--- config.mk ---
export PLATFORM = sky130hd
export DESIGN_NAME = bicolor_led_matrix_scan_driver
export DESIGN_NICKNAME = d
export VERILOG_FILES = /design/src/rtl/bclm_pkg.sv /design/src/rtl/bclm_ctrl.sv /design/src/rtl/bclm_dp.sv /design/src/rtl/bicolor_led_matrix_scan_driver.sv
export SDC_FILE = /design/constraint.sdc
export NUM_CORES = 1
export LEC_CHECK = 0
export BUFFER_PORTS_ARGS = -buffer_cell sky130_fd_sc_hd__buf_2
export CORE_MARGIN = 8
export CORE_UTILIZATION = 50
export CTS_CLUSTER_DIAMETER = 150
export DETAILED_ROUTE_END_ITERATION = 7
export PLACE_DENSITY = 0.68
export SETUP_SLACK_MARGIN = 0.15
export SYNTH_ARGS = -nofsm -noshare
export SYNTH_HDL_FRONTEND = slang
export SYNTH_SLANG_ARGS = --single-unit
export TNS_END_PERCENT = 20
--- constraint.sdc ---
create_clock -name i_clk -period 6.7 [get_ports i_clk]
set_input_delay 1.005 -clock i_clk [delete_from_list [all_inputs] [get_ports i_clk]]
set_output_delay 1.005 -clock i_clk [all_outputs]
set_load 0.05 [all_outputs]
--- src/rtl/bclm_pkg.sv ---
`default_nettype none
// ----------------------------------------------------------------------------
// bclm_pkg: shared types and constants of the bicolor LED matrix scan driver
// Matrix geometry, input mode codes and the controller-to-datapath commands.
// ----------------------------------------------------------------------------
package bclm_pkg;

    localparam int COL_CNT = 8;                 // columns (and rows) of the matrix
    localparam int COL_W   = $clog2(COL_CNT);   // bits of a column index
    localparam int ORDER_W = COL_CNT * COL_W;   // column order register width

    // Default order {3,2,1,0,4,5,6,7}, entry 0 in the low bits
    localparam logic [ORDER_W-1:0] ORDER_RESET = 24'hFAC053;

    localparam logic [COL_W-1:0] LAST_STEP = COL_W'(COL_CNT - 1);

    // Input mode codes
    localparam logic MODE_WRITE   = 1'b0;
    localparam logic MODE_REFRESH = 1'b1;

    // Controller -> datapath commands
    typedef struct packed {
        logic write;    // store the beat's column into the frame store
        logic load;     // fetch the column at the scan pointer, advance pointer
        logic shift;    // emit one shift step
        logic last;     // this shift step is the final one
    } t_cmd;

endpackage : bclm_pkg
`default_nettype wire

--- src/rtl/bclm_ctrl.sv ---
`default_nettype none
// ----------------------------------------------------------------------------
// bclm_ctrl: scan sequencer
// Accepts beats, counts the eight shift steps of a refresh, issues commands.
// ----------------------------------------------------------------------------
module bclm_ctrl
    import bclm_pkg::*;
(
    input  wire logic i_clk,
    input  wire logic i_rst_n,
    input  wire logic i_start,
    input  wire logic i_mode,
    output logic      o_busy,
    output t_cmd      o_cmd
);

    typedef enum logic [1:0] {
        S_IDLE  = 2'b01,
        S_SHIFT = 2'b10
    } t_state;

    t_state             r_state, n_state;
    logic [COL_W-1:0]   r_step,  n_step;
    logic               accept;
    logic               in_shift;
    logic               at_last;

    assign in_shift = (r_state == S_SHIFT);
    assign at_last  = in_shift && (r_step == LAST_STEP);
    // Busy drops on the final step so the next refresh can follow directly
    assign o_busy   = in_shift && !at_last;
    assign accept   = i_start && !o_busy;

    always_comb begin
        o_cmd.write = accept && (i_mode == MODE_WRITE);
        o_cmd.load  = accept && (i_mode == MODE_REFRESH);
        o_cmd.shift = in_shift;
        o_cmd.last  = at_last;
    end

    always_comb begin
        n_state = r_state;
        n_step  = r_step;
        case (r_state)
            S_IDLE: begin
                if (o_cmd.load) begin
                    n_state = S_SHIFT;
                    n_step  = '0;
                end
            end
            S_SHIFT: begin
                n_step = r_step + 1'b1;
                if (at_last) begin
                    n_state = o_cmd.load ? S_SHIFT : S_IDLE;
                    n_step  = '0;
                end
            end
            default: begin
                n_state = S_IDLE;
                n_step  = '0;
            end
        endcase
    end

    always_ff @(posedge i_clk) begin
        if (!i_rst_n) begin
            r_state <= S_IDLE;
            r_step  <= '0;
        end else begin
            r_state <= n_state;
            r_step  <= n_step;
        end
    end

endmodule : bclm_ctrl
`default_nettype wire

--- src/rtl/bclm_dp.sv ---
`default_nettype none
// ----------------------------------------------------------------------------
// bclm_dp: frame store, scan pointer and shift-out datapath
// Holds the eight columns, serializes one column per refresh, registers outputs.
// ----------------------------------------------------------------------------
module bclm_dp
    import bclm_pkg::*;
(
    input  wire logic               i_clk,
    input  wire logic               i_rst_n,
    input  wire t_cmd               i_cmd,
    input  wire logic [COL_W-1:0]   i_column,
    input  wire logic [COL_CNT-1:0] i_pixels,
    input  wire logic [COL_CNT-1:0] i_colors,
    input  wire logic               i_cfg_we,
    input  wire logic [ORDER_W-1:0] i_cfg_wdata,
    output logic                    o_valid,
    output logic                    o_column_select,
    output logic                    o_red_bit,
    output logic                    o_green_bit,
    output logic [COL_W-1:0]        o_scanned_column,
    output logic                    o_last_step
);

    logic [COL_CNT-1:0] r_pix_store [COL_CNT];
    logic [COL_CNT-1:0] r_clr_store [COL_CNT];
    logic [COL_W-1:0]   r_scan;
    logic [ORDER_W-1:0] r_order;

    // Working copy of the column being shifted out
    logic [COL_CNT-1:0] r_pix, r_clr;
    logic [ORDER_W-1:0] r_ord_sh;
    logic [COL_W-1:0]   r_col;

    logic               r_valid, r_sel, r_red, r_green, r_last;
    logic [COL_W-1:0]   r_out_col;

    // Control state: store, pointer, config, strobe
    always_ff @(posedge i_clk) begin
        if (!i_rst_n) begin
            for (int i = 0; i < COL_CNT; i++) begin
                r_pix_store[i] <= '0;
                r_clr_store[i] <= '0;
            end
            r_scan  <= '0;
            r_order <= ORDER_RESET;
            r_valid <= 1'b0;
        end else begin
            if (i_cmd.write) begin
                r_pix_store[i_column] <= i_pixels;
                r_clr_store[i_column] <= i_colors;
            end
            if (i_cmd.load) begin
                r_scan <= r_scan + 1'b1;   // wraps modulo the column count
            end
            if (i_cfg_we) begin
                r_order <= i_cfg_wdata;
            end
            r_valid <= i_cmd.shift;
        end
    end

    // Shift registers and output payload
    always_ff @(posedge i_clk) begin
        if (i_cmd.load) begin
            r_pix    <= r_pix_store[r_scan];
            r_clr    <= r_clr_store[r_scan];
            r_ord_sh <= r_order;
            r_col    <= r_scan;
        end else if (i_cmd.shift) begin
            r_pix    <= r_pix >> 1;
            r_clr    <= r_clr >> 1;
            r_ord_sh <= r_ord_sh >> COL_W;
        end
        if (i_cmd.shift) begin
            r_sel     <= (r_ord_sh[COL_W-1:0] == r_col);
            r_red     <= r_pix[0] & ~r_clr[0];
            r_green   <= r_pix[0] &  r_clr[0];
            r_out_col <= r_col;
            r_last    <= i_cmd.last;
        end
    end

    assign o_valid          = r_valid;
    assign o_column_select  = r_sel;
    assign o_red_bit        = r_red;
    assign o_green_bit      = r_green;
    assign o_scanned_column = r_out_col;
    assign o_last_step      = r_last;

endmodule : bclm_dp
`default_nettype wire

--- src/rtl/bicolor_led_matrix_scan_driver.sv ---
`default_nettype none
// ----------------------------------------------------------------------------
// bicolor_led_matrix_scan_driver: 8x8 red/green LED matrix column-scan driver
// Keeps a frame store of eight columns and serializes one column per refresh
// into column-select, red and green shift-register data bits.
// ----------------------------------------------------------------------------
//
//  channel   | handshake                 | payload
//  ----------+---------------------------+-------------------------------------
//  command   | i_start, o_busy           | i_mode, i_column, i_pixels, i_colors
//  result    | o_valid (strobe)          | o_column_select, o_red_bit,
//            |                           | o_green_bit, o_scanned_column,
//            |                           | o_last_step
//  config    | i_cfg_we                  | i_cfg_wdata (column order)
//
//  A beat is taken on a rising edge with i_start high and o_busy low.
//  Write beats give no result; o_busy stays low.
//  A refresh beat gives eight result strobes on consecutive cycles, the first
//  registered by the output stage after the sequencer enters its shift state;
//  the step counter in the sequencer paces the shift steps, and o_busy falls
//  during the last step so another refresh beat is taken then, back to back.
//  Results cannot be stalled: each is on the ports for exactly one cycle.
//  Synchronous active-low reset clears the frame store, the scan pointer and
//  reloads the default column order {3,2,1,0,4,5,6,7}.
// ----------------------------------------------------------------------------
module bicolor_led_matrix_scan_driver
    import bclm_pkg::*;
(
    input  wire logic               i_clk,
    input  wire logic               i_rst_n,
    // command channel
    input  wire logic               i_start,
    output logic                    o_busy,
    input  wire logic               i_mode,
    input  wire logic [COL_W-1:0]   i_column,
    input  wire logic [COL_CNT-1:0] i_pixels,
    input  wire logic [COL_CNT-1:0] i_colors,
    // configuration
    input  wire logic               i_cfg_we,
    input  wire logic [ORDER_W-1:0] i_cfg_wdata,
    // result channel
    output logic                    o_valid,
    output logic                    o_column_select,
    output logic                    o_red_bit,
    output logic                    o_green_bit,
    output logic [COL_W-1:0]        o_scanned_column,
    output logic                    o_last_step
);

    t_cmd cmd;

    // Sequencer: accepts beats and paces the eight shift steps
    bclm_ctrl u_ctrl (
        .i_clk   (i_clk),
        .i_rst_n (i_rst_n),
        .i_start (i_start),
        .i_mode  (i_mode),
        .o_busy  (o_busy),
        .o_cmd   (cmd)
    );

    // Frame store, scan pointer, column order and output registers
    bclm_dp u_dp (
        .i_clk            (i_clk),
        .i_rst_n          (i_rst_n),
        .i_cmd            (cmd),
        .i_column         (i_column),
        .i_pixels         (i_pixels),
        .i_colors         (i_colors),
        .i_cfg_we         (i_cfg_we),
        .i_cfg_wdata      (i_cfg_wdata),
        .o_valid          (o_valid),
        .o_column_select  (o_column_select),
        .o_red_bit        (o_red_bit),
        .o_green_bit      (o_green_bit),
        .o_scanned_column (o_scanned_column),
        .o_last_step      (o_last_step)
    );

endmodule : bicolor_led_matrix_scan_driver
`default_nettype wire

==> results of run 1 <==
cell families (layout without fill, tap and decap cells):
family,after synthesis,in the layout,synth area share
buffers and inverters,40,108,0.0219
muxes,86,86,0.0980
DFF,214,214,0.652
adders and majority gates,5,5,0.00673
AOI/OAI and AO/OA,44,44,0.0331
xor gates and xnor gates,5,5,0.00471
and+or+nand+nor,305,305,0.183
report_power, final:
group          total (uW)  switching (uW)  internal (uW)  leakage (uW)
clock network        1320             495            821      0.000393
logic                 206             125           81.2       0.00163
registers            1560            40.9           1520       0.00207
cell type report:
type,instances,share of cell area
clock inverters,13,0.0151
well taps,234,0.0278
multi-input cells,445,0.288
inverters,4,0.00143
repair buffers,63,0.0316
clock buffers,28,0.0602
flip-flops and latches,214,0.576
Yosys cell counts, types with 2 or more instances:
library cell               count  area share
sky130_fd_sc_hd__buf_4         6      0.0048
sky130_fd_sc_hd__clkbuf_2      6      0.0032
sky130_fd_sc_hd__mux4_2        4      0.0097
sky130_fd_sc_hd__and2_1      138       0.093
sky130_fd_sc_hd__buf_6         2      0.0024
sky130_fd_sc_hd__nor3_4        2      0.0035
sky130_fd_sc_hd__a21boi_0      4      0.0032
sky130_fd_sc_hd__inv_1         3      0.0012
sky130_fd_sc_hd__a22oi_1      29       0.023
sky130_fd_sc_hd__nor2b_1      16       0.011
sky130_fd_sc_hd__nor3_1        2      0.0011
sky130_fd_sc_hd__edfxtp_1    178        0.57
sky130_fd_sc_hd__xor2_1        4      0.0038
sky130_fd_sc_hd__nand2b_1      4      0.0027
sky130_fd_sc_hd__ha_1          5      0.0067
sky130_fd_sc_hd__nor2_1        3      0.0012
sky130_fd_sc_hd__dfxtp_1      36       0.078
sky130_fd_sc_hd__mux2i_1      82       0.088
sky130_fd_sc_hd__o21ai_0       8      0.0043
sky130_fd_sc_hd__nand3_1      19       0.010
sky130_fd_sc_hd__nor3b_1       2      0.0016
sky130_fd_sc_hd__buf_2         7      0.0038
sky130_fd_sc_hd__nand2_1     107       0.043
sky130_fd_sc_hd__nor2_4        6      0.0073
sky130_fd_sc_hd__clkbuf_1     15      0.0061
flip-flops by register name, summed over array words and instances (netlist names), 8 cells and up, named ones only:
name and cells:
u_dp.r_clr 8, u_dp.r_clr_store 64, u_dp.r_ord_sh 24, u_dp.r_order 24
u_dp.r_pix 8, u_dp.r_pix_store 64
stage by stage:
step	hold WS [ns]	utilization	setup WS [ns]	total power (uW)
2_1_floorplan	0.428	-	3.58	1720
3_3_place_gp	0.444	0.528	3.20	1780
3_5_place_dp	0.443	0.528	3.06	1790
4_1_cts	0.463	0.571	3.50	3100
5_1_grt	0.486	0.571	3.24	3180
6_report	0.465	0.571	3.53	3080
worst max-delay path by stage:
| stage | from | end | slack, ns | cells past startpoint |
|---|---|---|---|---|
| 6_report | u_ctrl.r_state[0] | u_dp.r_pix[2] | 3.53 | 7 |
| 5_1_grt | u_ctrl.r_state[0] | u_dp.r_pix[4] | 3.24 | 7 |
| 4_1_cts | u_ctrl.r_state[0] | u_dp.r_pix[2] | 3.50 | 7 |
| 3_5_place_dp | i_rst_n | u_dp.r_clr_store[0][6] | 3.06 | 5 |
| 3_3_place_gp | i_rst_n | u_dp.r_clr_store[0][5] | 3.20 | 5 |
| 2_1_floorplan | i_mode | u_dp.r_clr_store[2][0] | 3.58 | 3 |
metal layers:
metal	global-route usage	vias to the layer above	part of all wire
met2	0.276	125	0.48
li1	-	2574	-
met5	0	-	0
met4	0.0566	0	0.029
met1	0.207	2623	0.44
met3	0.0352	36	0.052
worst max-delay path, delay by kind of cell (launching register included):
kind / cells / cell delay [ns]
DFF: 1 / 0.35
buffers and inverters: 2 / 0.97
adders and majority gates: 1 / 0.39
and+or+nand+nor: 4 / 1.31
==> results_dict.tcl, run 1 <==
set metrics [dict create \
    critPathArrivalTime_ns 3.53 \
    commonest_non_fill_non_tap_cells_in_the_layout "sky130_fd_sc_hd__edfxtp_1 (178), sky130_fd_sc_hd__and2_1 (138), sky130_fd_sc_hd__nand2_1 (107), sky130_fd_sc_hd__mux2i_1 (82), sky130_fd_sc_hd__buf_2 (56)" \
    synth-edff-count 178 \
    count_of_boundary_i_o_pins 57 \
    diodes 0 \
    timing.critical_path.from_type "register" \
    timing.rr.start "u_ctrl.r_state[0]" \
    netlist_area_um2 9300 \
    area.sequential_um2 6070 \
    grt_pass1_wl_mm 30.3 \
    fin_crit_ns 3.17 \
    clock_tree_from_tritoncts "done" \
    detailed_place.area_um2 9740 \
    post-dp-hpwl_mm 12.2 \
    syn2layout_area_growth_pct 13.3 \
    tns_ns 0 \
    ys_async_sr_fraction 0 \
    coreArea_um2 18500 \
    first_global_vias 5587 \
    gp_congestion 0.788 \
    cts-resized-gates 0 \
    start_util 0.504 \
    layout_commonest_cell "sky130_fd_sc_hd__edfxtp_1" \
    r2r-end "u_dp.r_pix[2]" \
    tritoncts.num_buffers 23 \
    slew_headroom 0.243 \
    grt_setup_unrepaired "no" \
    drc 0 \
    min-delay-path-class "register to register" \
    grt_antenna_before_repair 0 \
    yosysWarnings 0 \
    gr-total-overflow 0 \
    finalNonFillerCells 1001 \
    hold_start "u_dp.r_scan[2]" \
    syn-num-nets 752 \
    detail_route.first_pass.iterations 4 \
    worst_r2r_path_depth 7 \
    timing.final.setup_violations 0 \
    max_freq_ghz 0.315 \
    via_per_inst 5.35 \
    multi_input_area_um2 3030 \
    critical_path_required_ns 7.06 \
    layout_worst_path_cycle_share 0.474 \
    num_vias 5358 \
    grt_max_degree 61 \
    fillers 1442 \
    die_h_um 152 \
    clock-root-buffer "sky130_fd_sc_hd__clkbuf_16" \
    hold-path-cell-count 0 \
    final_design_area_no_fill_um2 10500 \
    layout-drive-gt1-share 0.154 \
    setup.reg_to_reg.worst_slack_ns 3.53 \
    die-area_um2 23200 \
    number_of_nets_with_antenna_violations_after_routing 0 \
    cells_traversed_along_the_worst_timing_path "inv_1, ha_1, nand2b_2, nand3_2, inv_2, nand3_1, nand2_1" \
    worstMarginPinSlew_ns 1.13 \
    detailedRoute.firstIterationViolations 268 \
    grt.total_usage 0.164 \
    cp_slowest_cell "sky130_fd_sc_hd__inv_2" \
    numPortBuffers 56 \
    placement_rows 50 \
    status "finished clean" \
    static-leakage-power_uw 0.00409 \
    insertion_delay_ns 0.51 \
    postCtsHoldBufs 0 \
    die_x_um 152 \
    worst_setup_hold_path_clk_slew_ns 0.06 \
    finalWirelength_mm 19.1 \
    finalMaxSlewViolations 0 \
    maxCapViolCount 0 \
    min_to "u_dp.r_col[2]" \
    capturing_element_type_of_the_critical_path "register" \
    power.density_cell_area_nw_per_um2 292 \
    cts.htree.levels 1 \
    syn-instance-count 699 \
    post_synthesis_area_per_instance_um2 13.3 \
    synth-seq-cells 214 \
    worst-path-max-fanout 43 \
    nNetsFinal 804 \
    ys_seq_area_frac 0.652 \
    timing.critical_path.slowest_cell_delay_ns 0.90 \
    cts.sinks 214 \
    fin_worst_skew_ns 0.0262 \
    cts.repair_timing.setup_buffer_count 0 \
    path_class "register to register" \
    dp_cells 960 \
    ir_worst_vdd_mv 0.180 \
    routed_wire_length_per_instance_um 19.1 \
    finalHoldViolCount 0 \
    post_synth_top_flop "sky130_fd_sc_hd__edfxtp_1" \
    cts.path.max_buffers 3 \
    yosysUniqueCellTypes 36 \
]
No activity file was read; power rests on OpenSTA's default activity.
==> run 2, diff against run 1 <==
- PLACE_DENSITY: 0.68 -> 0.7
- clock period: 6.7 -> 2.63 ns (I/O delays scaled with it)
==> run 2 against run 1 <==
Setup slack got worse by 3.2 ns. Wire length up 1.7%. Design area grew 0.57%. Largest power group unchanged. Sequential power rose to 2.5 times the previous value. Sequential cell count is the same. Die area unchanged. First-iteration DRC count rose by 23%.
==> results_dict.tcl, run 2 (synthesis results as in run 1) <==
set metrics [dict create \
    die_h_um 152 \
    status "finished clean" \
    sequentialPowerShare 0.522 \
    largestRegisters "u_dp.r_clr_store (64), u_dp.r_pix_store (64)" \
    capturing_element_type_of_the_critical_path "primary output" \
    num_vias 5451 \
    insertion_delay_ns 0.51 \
    syn2layout_area_growth_pct 13.9 \
    critPathArrivalTime_ns 1.93 \
    worst-path-max-fanout 6 \
    nNetsFinal 821 \
    diodes 0 \
    worst_setup_hold_path_clk_slew_ns 0.06 \
    layout_worst_path_cycle_share 0.885 \
    dp_cells 977 \
    count_of_boundary_i_o_pins 57 \
    detailedRoute.firstIterationViolations 330 \
    first_global_vias 5653 \
    path_common_cell "sky130_fd_sc_hd__ha_1" \
    clock-root-buffer "sky130_fd_sc_hd__clkbuf_16" \
    cts-resized-gates 1 \
    grt_antenna_before_repair 0 \
    timing.critical_path.from_type "register" \
    critPathTopFamily "adder cells" \
    fin_worst_skew_ns 0.0188 \
    power.total_uw 7580 \
    grt_setup_unrepaired "no" \
    finalHoldViolCount 0 \
    die_x_um 152 \
    timing.final.setup_violations 0 \
    post-dp-hpwl_mm 13.5 \
    cell_internal_pwr_uw 5900 \
    finalWirelength_mm 19.4 \
    cells_traversed_along_the_worst_timing_path "ha_1, ha_1, nand2b_2, inv_2, clkbuf_4" \
    via_per_inst 5.37 \
    cp_slowest_cell "sky130_fd_sc_hd__dfxtp_1" \
    clock_tree_from_tritoncts "done" \
    drc 0 \
    placement_rows 50 \
    gp_congestion 0.785 \
    critical_path_required_ns 2.24 \
    die-area_um2 23200 \
    power.density_cell_area_nw_per_um2 715 \
    grt_pass1_wl_mm 30.8 \
    switching_share 0.221 \
    min-delay-path-class "primary input to register" \
    grt_max_degree 43 \
    switching_power_uw 1670 \
    detail_route.first_pass.iterations 5 \
    finalNonFillerCells 1016 \
    cp.buffers_inverters 2 \
    maxCapViolCount 0 \
    start_util 0.504 \
    number_of_nets_with_antenna_violations_after_routing 0 \
    max_freq_ghz 0.430 \
    layout-drive-gt1-share 0.168 \
    finalMaxSlewViolations 0 \
    cts.htree.levels 1 \
    path_class "register to primary output" \
    tritoncts.num_buffers 23 \
    commonest_non_fill_non_tap_cells_in_the_layout "sky130_fd_sc_hd__edfxtp_1 (178), sky130_fd_sc_hd__and2_1 (138), sky130_fd_sc_hd__nand2_1 (107), sky130_fd_sc_hd__mux2i_1 (82), sky130_fd_sc_hd__buf_2 (55)" \
    cts.repair_timing.setup_buffer_count 0 \
    fin_crit_ns 2.33 \
    numPortBuffers 56 \
    ir_worst_vdd_mv 0.529 \
    gr-total-overflow 0 \
    routed_wire_length_per_instance_um 19.1 \
    layout_commonest_cell "sky130_fd_sc_hd__edfxtp_1" \
    coreArea_um2 18500 \
    grt.total_usage 0.167 \
    worstMarginPinSlew_ns 0.692 \
    static-leakage-power_uw 0.00413 \
    utilization 0.574 \
    share_clk_of_total_power 0.402 \
    timing.critical_path.slowest_cell_delay_ns 0.32 \
    postCtsHoldBufs 0 \
    cts.path.max_buffers 3 \
    cts.sinks 214 \
    p_comb_frac 0.076 \
    slew_headroom 0.539 \
]
## run 2: cell count changes in the layout (fill, tap and decap cells not counted), moves of 2 or more
cell,previous run,this run
sky130_fd_sc_hd__clkbuf_1,1,3
sky130_fd_sc_hd__clkbuf_8,4,1
sky130_fd_sc_hd__clkinv_1,5,7
sky130_fd_sc_hd__bufinv_16,4,2
sky130_fd_sc_hd__buf_4,7,23
sky130_fd_sc_hd__clkinv_2,4,1
## run 2: final timing paths
check                        start                      to  slack (ns)  cells after the start
hold / removal     i_cfg_wdata[20]        u_dp.r_order[20]        0.11                      3
setup reg to reg  u_ctrl.r_step[0]  u_dp.r_pix_store[0][4]        0.50                      7
setup / recovery  u_ctrl.r_step[0]                  o_busy        0.30                      5
hold reg to reg     u_dp.r_scan[2]           u_dp.r_col[2]        0.46                      0
## run 2: layout make-up
type                            instances  area, um2
Clock buffer                           27        601
Clock inverter                         12        108
Fill cell                            1481       7860
Inverter                                4       15.0
Multi-Input combinational cell        445       3030
Sequential cell                       214       6070
Tap cell                              234        293
Timing Repair Buffer                   80        475
## run 2: power groups by stage
stage | clock network (uW) | logic (uW) | registers (uW)
global route | 3230 | 637 | 3970
detailed placement | 0 | 581 | 4030
global placement | 0 | 561 | 4010
floorplan | 0 | 390 | 3990
finish | 3040 | 578 | 3950
CTS | 3110 | 586 | 3960
## run 2: routing by layer
layer,GRT usage,vias up,wire length [um]
met1,0.201,2654,8080
met5,0,-,0
met3,0.0295,38,1000
met2,0.294,150,9780
li1,-,2609,-
met4,0.0604,0,547
## run 2: worst min-delay path, delay by kind of cell
kind | cells | cell delay, ns
simple gates | 1 | 0.06
buf+inv | 1 | 0.08
mux | 1 | 0.05
## run 2: through the flow
step           TNS [ns]  hold WS [ns]  instance area [um2]  setup slack [ns]
2_1_floorplan    -14.29         0.428                 9300            -0.154
3_3_place_gp          0         0.440                 9880             0.547
3_5_place_dp          0         0.442                 9880             0.436
4_1_cts               0        0.0979                10600             0.194
5_1_grt               0         0.110                10600             0.214
6_report              0         0.113                10600             0.302
==> run 3, diff against run 2 <==
- GPL_TIMING_DRIVEN: not set -> 0
==> run 3 against run 2 <==
Non-clock buffer count up 18. Highest routed layer unchanged. Combinational power rose by 4.2%. Sequential power hardly changed. Largest power group unchanged. Sequential cell count stayed put. Via count decreased by 0.29%. Clock skew is 0.0026 ns higher. Utilization rose by 0.67 points. First-iteration DRC count shrank 21%.
==> results_dict.tcl, run 3 (synthesis results as in run 1) <==
set metrics [dict create \
    path_class "register to primary output" \
    detail_route.first_pass.iterations 5 \
    drc 0 \
    postCtsHoldBufs 0 \
    num_vias 5435 \
    top_signal_layer_used "met4" \
    fin_crit_ns 2.40 \
    number_of_nets_with_antenna_violations_after_routing 0 \
    timing.critical_path.slowest_cell_delay_ns 0.33 \
    grt_pass1_wl_mm 29.8 \
    grt.total_usage 0.162 \
    cts.sinks 214 \
    finalMaxSlewViolations 0 \
    length_of_routed_wiring_on_met1_mm 8.38 \
    die-area_um2 23200 \
    detailedRoute.firstIterationViolations 261 \
    grt_antenna_before_repair 0 \
    first_global_vias 5696 \
    sequentialPowerShare 0.507 \
    clock_tree_from_tritoncts "done" \
    fin_worst_skew_ns 0.0213 \
    utilization 0.581 \
    layout-drive-gt1-share 0.177 \
    status "finished clean" \
    detailed_place.area_um2 9930 \
    gr-total-overflow 0 \
    timing.critical_path.from_type "register" \
    power.total_uw 7730 \
    share_clk_of_total_power 0.415 \
    p_comb_frac 0.078 \
    path_common_cell "sky130_fd_sc_hd__ha_1" \
    layout_commonest_cell "sky130_fd_sc_hd__edfxtp_1" \
    cts.path.max_buffers 3 \
    syn2layout_area_growth_pct 15.3 \
    nNetsFinal 838 \
    via_per_inst 5.25 \
    grt_setup_unrepaired "yes" \
    whs_ns 0.116 \
    die_x_um 152 \
    cp_slowest_cell "sky130_fd_sc_hd__dfxtp_1" \
    critical_path_required_ns 2.24 \
    numPortBuffers 55 \
    power.density_cell_area_nw_per_um2 721 \
    coreArea_um2 18500 \
    switching_share 0.217 \
    diodes 0 \
    switching_power_uw 1670 \
    finalWirelength_mm 19.0 \
    commonest_non_fill_non_tap_cells_in_the_layout "sky130_fd_sc_hd__edfxtp_1 (178), sky130_fd_sc_hd__and2_1 (138), sky130_fd_sc_hd__nand2_1 (107), sky130_fd_sc_hd__mux2i_1 (82), sky130_fd_sc_hd__buf_2 (62)" \
    worstMarginPinSlew_ns 0.969 \
    count_of_boundary_i_o_pins 57 \
    routed_wire_length_per_instance_um 18.3 \
    finalHoldViolCount 0 \
    capturing_element_type_of_the_critical_path "primary output" \
    maxCapViolCount 0 \
    ir_worst_vdd_mv 0.549 \
    worst_setup_hold_path_clk_slew_ns 0.07 \
    layout_worst_path_cycle_share 0.912 \
    grt_max_degree 41 \
    detailroute.wirelength.met3_um 994 \
    largestRegisters "u_dp.r_clr_store (64), u_dp.r_pix_store (64)" \
    post-dp-hpwl_mm 13.4 \
    placement_rows 50 \
    die_h_um 152 \
    static-leakage-power_uw 0.00420 \
    timing.final.setup_violations 0 \
    finalNonFillerCells 1035 \
    clock-root-buffer "sky130_fd_sc_hd__clkbuf_16" \
    slew_headroom 0.354 \
    cell_internal_pwr_uw 6050 \
    tritoncts.num_buffers 22 \
    dp_cells 994 \
    gp_congestion 0.780 \
    worst-path-max-fanout 6 \
    min-delay-path-class "primary input to register" \
    start_util 0.504 \
    final_design_area_no_fill_um2 10700 \
    max_freq_ghz 0.417 \
    cells_traversed_along_the_worst_timing_path "ha_1, ha_1, nand2b_2, inv_1, buf_2" \
    met2_length_mm 9.21 \
    critPathArrivalTime_ns 2.00 \
    cts.htree.levels 1 \
    insertion_delay_ns 0.51 \
]
## run 3: what timing repair did
item | in CTS | in global routing
resized for setup | 3 | 4
setup buffers | 0 | 1
setup endpoints to repair | 77 | 78
pin swaps | 0 | 0
cloned | 0 | 0
## run 3: power groups by stage
stage | sequential, uW | clock [uW] | combinational, uW
2_1_floorplan | 3990 | 0 | 390
6_report | 3920 | 3200 | 602
4_1_cts | 3920 | 3250 | 607
5_1_grt | 3940 | 3370 | 663
3_3_place_gp | 3990 | 0 | 566
3_5_place_dp | 3990 | 0 | 604
## run 3: critical path: cells and delay by family (launching register included)
kind	cells	cell delay [ns]
flops	1	0.33
buf+inv	2	0.47
simple gates	1	0.28
fa+ha+maj	2	0.42
## run 3: area by class of cell
cell class | instances | area, um2
Buffer | 36 | 189
Clock buffer | 28 | 624
Clock inverter | 12 | 129
Fill cell | 1466 | 7740
Inverter | 4 | 15.0
Multi-Input combinational cell | 445 | 3060
Sequential cell | 214 | 6070
Tap cell | 234 | 293
Timing Repair Buffer | 62 | 343
## run 3: worst paths after layout
check | startpoint | to | slack (ns) | cells after the start
worst max-delay path | u_ctrl.r_step[0] | o_busy | 0.23 | 5
worst min-delay path | i_cfg_wdata[20] | u_dp.r_order[20] | 0.12 | 3
worst max register to register | u_ctrl.r_step[0] | u_dp.r_clr_store[5][5] | 0.23 | 6
worst min register to register | u_dp.r_scan[2] | u_dp.r_col[2] | 0.45 | 0
## run 3: per-layer routing
| metal | track usage | vias to the layer above |
|---|---|---|
| met5 | 0 | - |
| met4 | 0.0471 | 0 |
| li1 | - | 2654 |
| met1 | 0.206 | 2619 |
| met3 | 0.0286 | 29 |
| met2 | 0.279 | 133 |
## run 3: per-stage QoR
stage,setup slack (ns),setup TNS (ns)
after global placement,-1.12,-89.23
after global routing,0.0601,0
final,0.231,0
after CTS,0.0119,0
after detailed placement,-0.257,-7.54
after floorplan,-0.154,-14.29
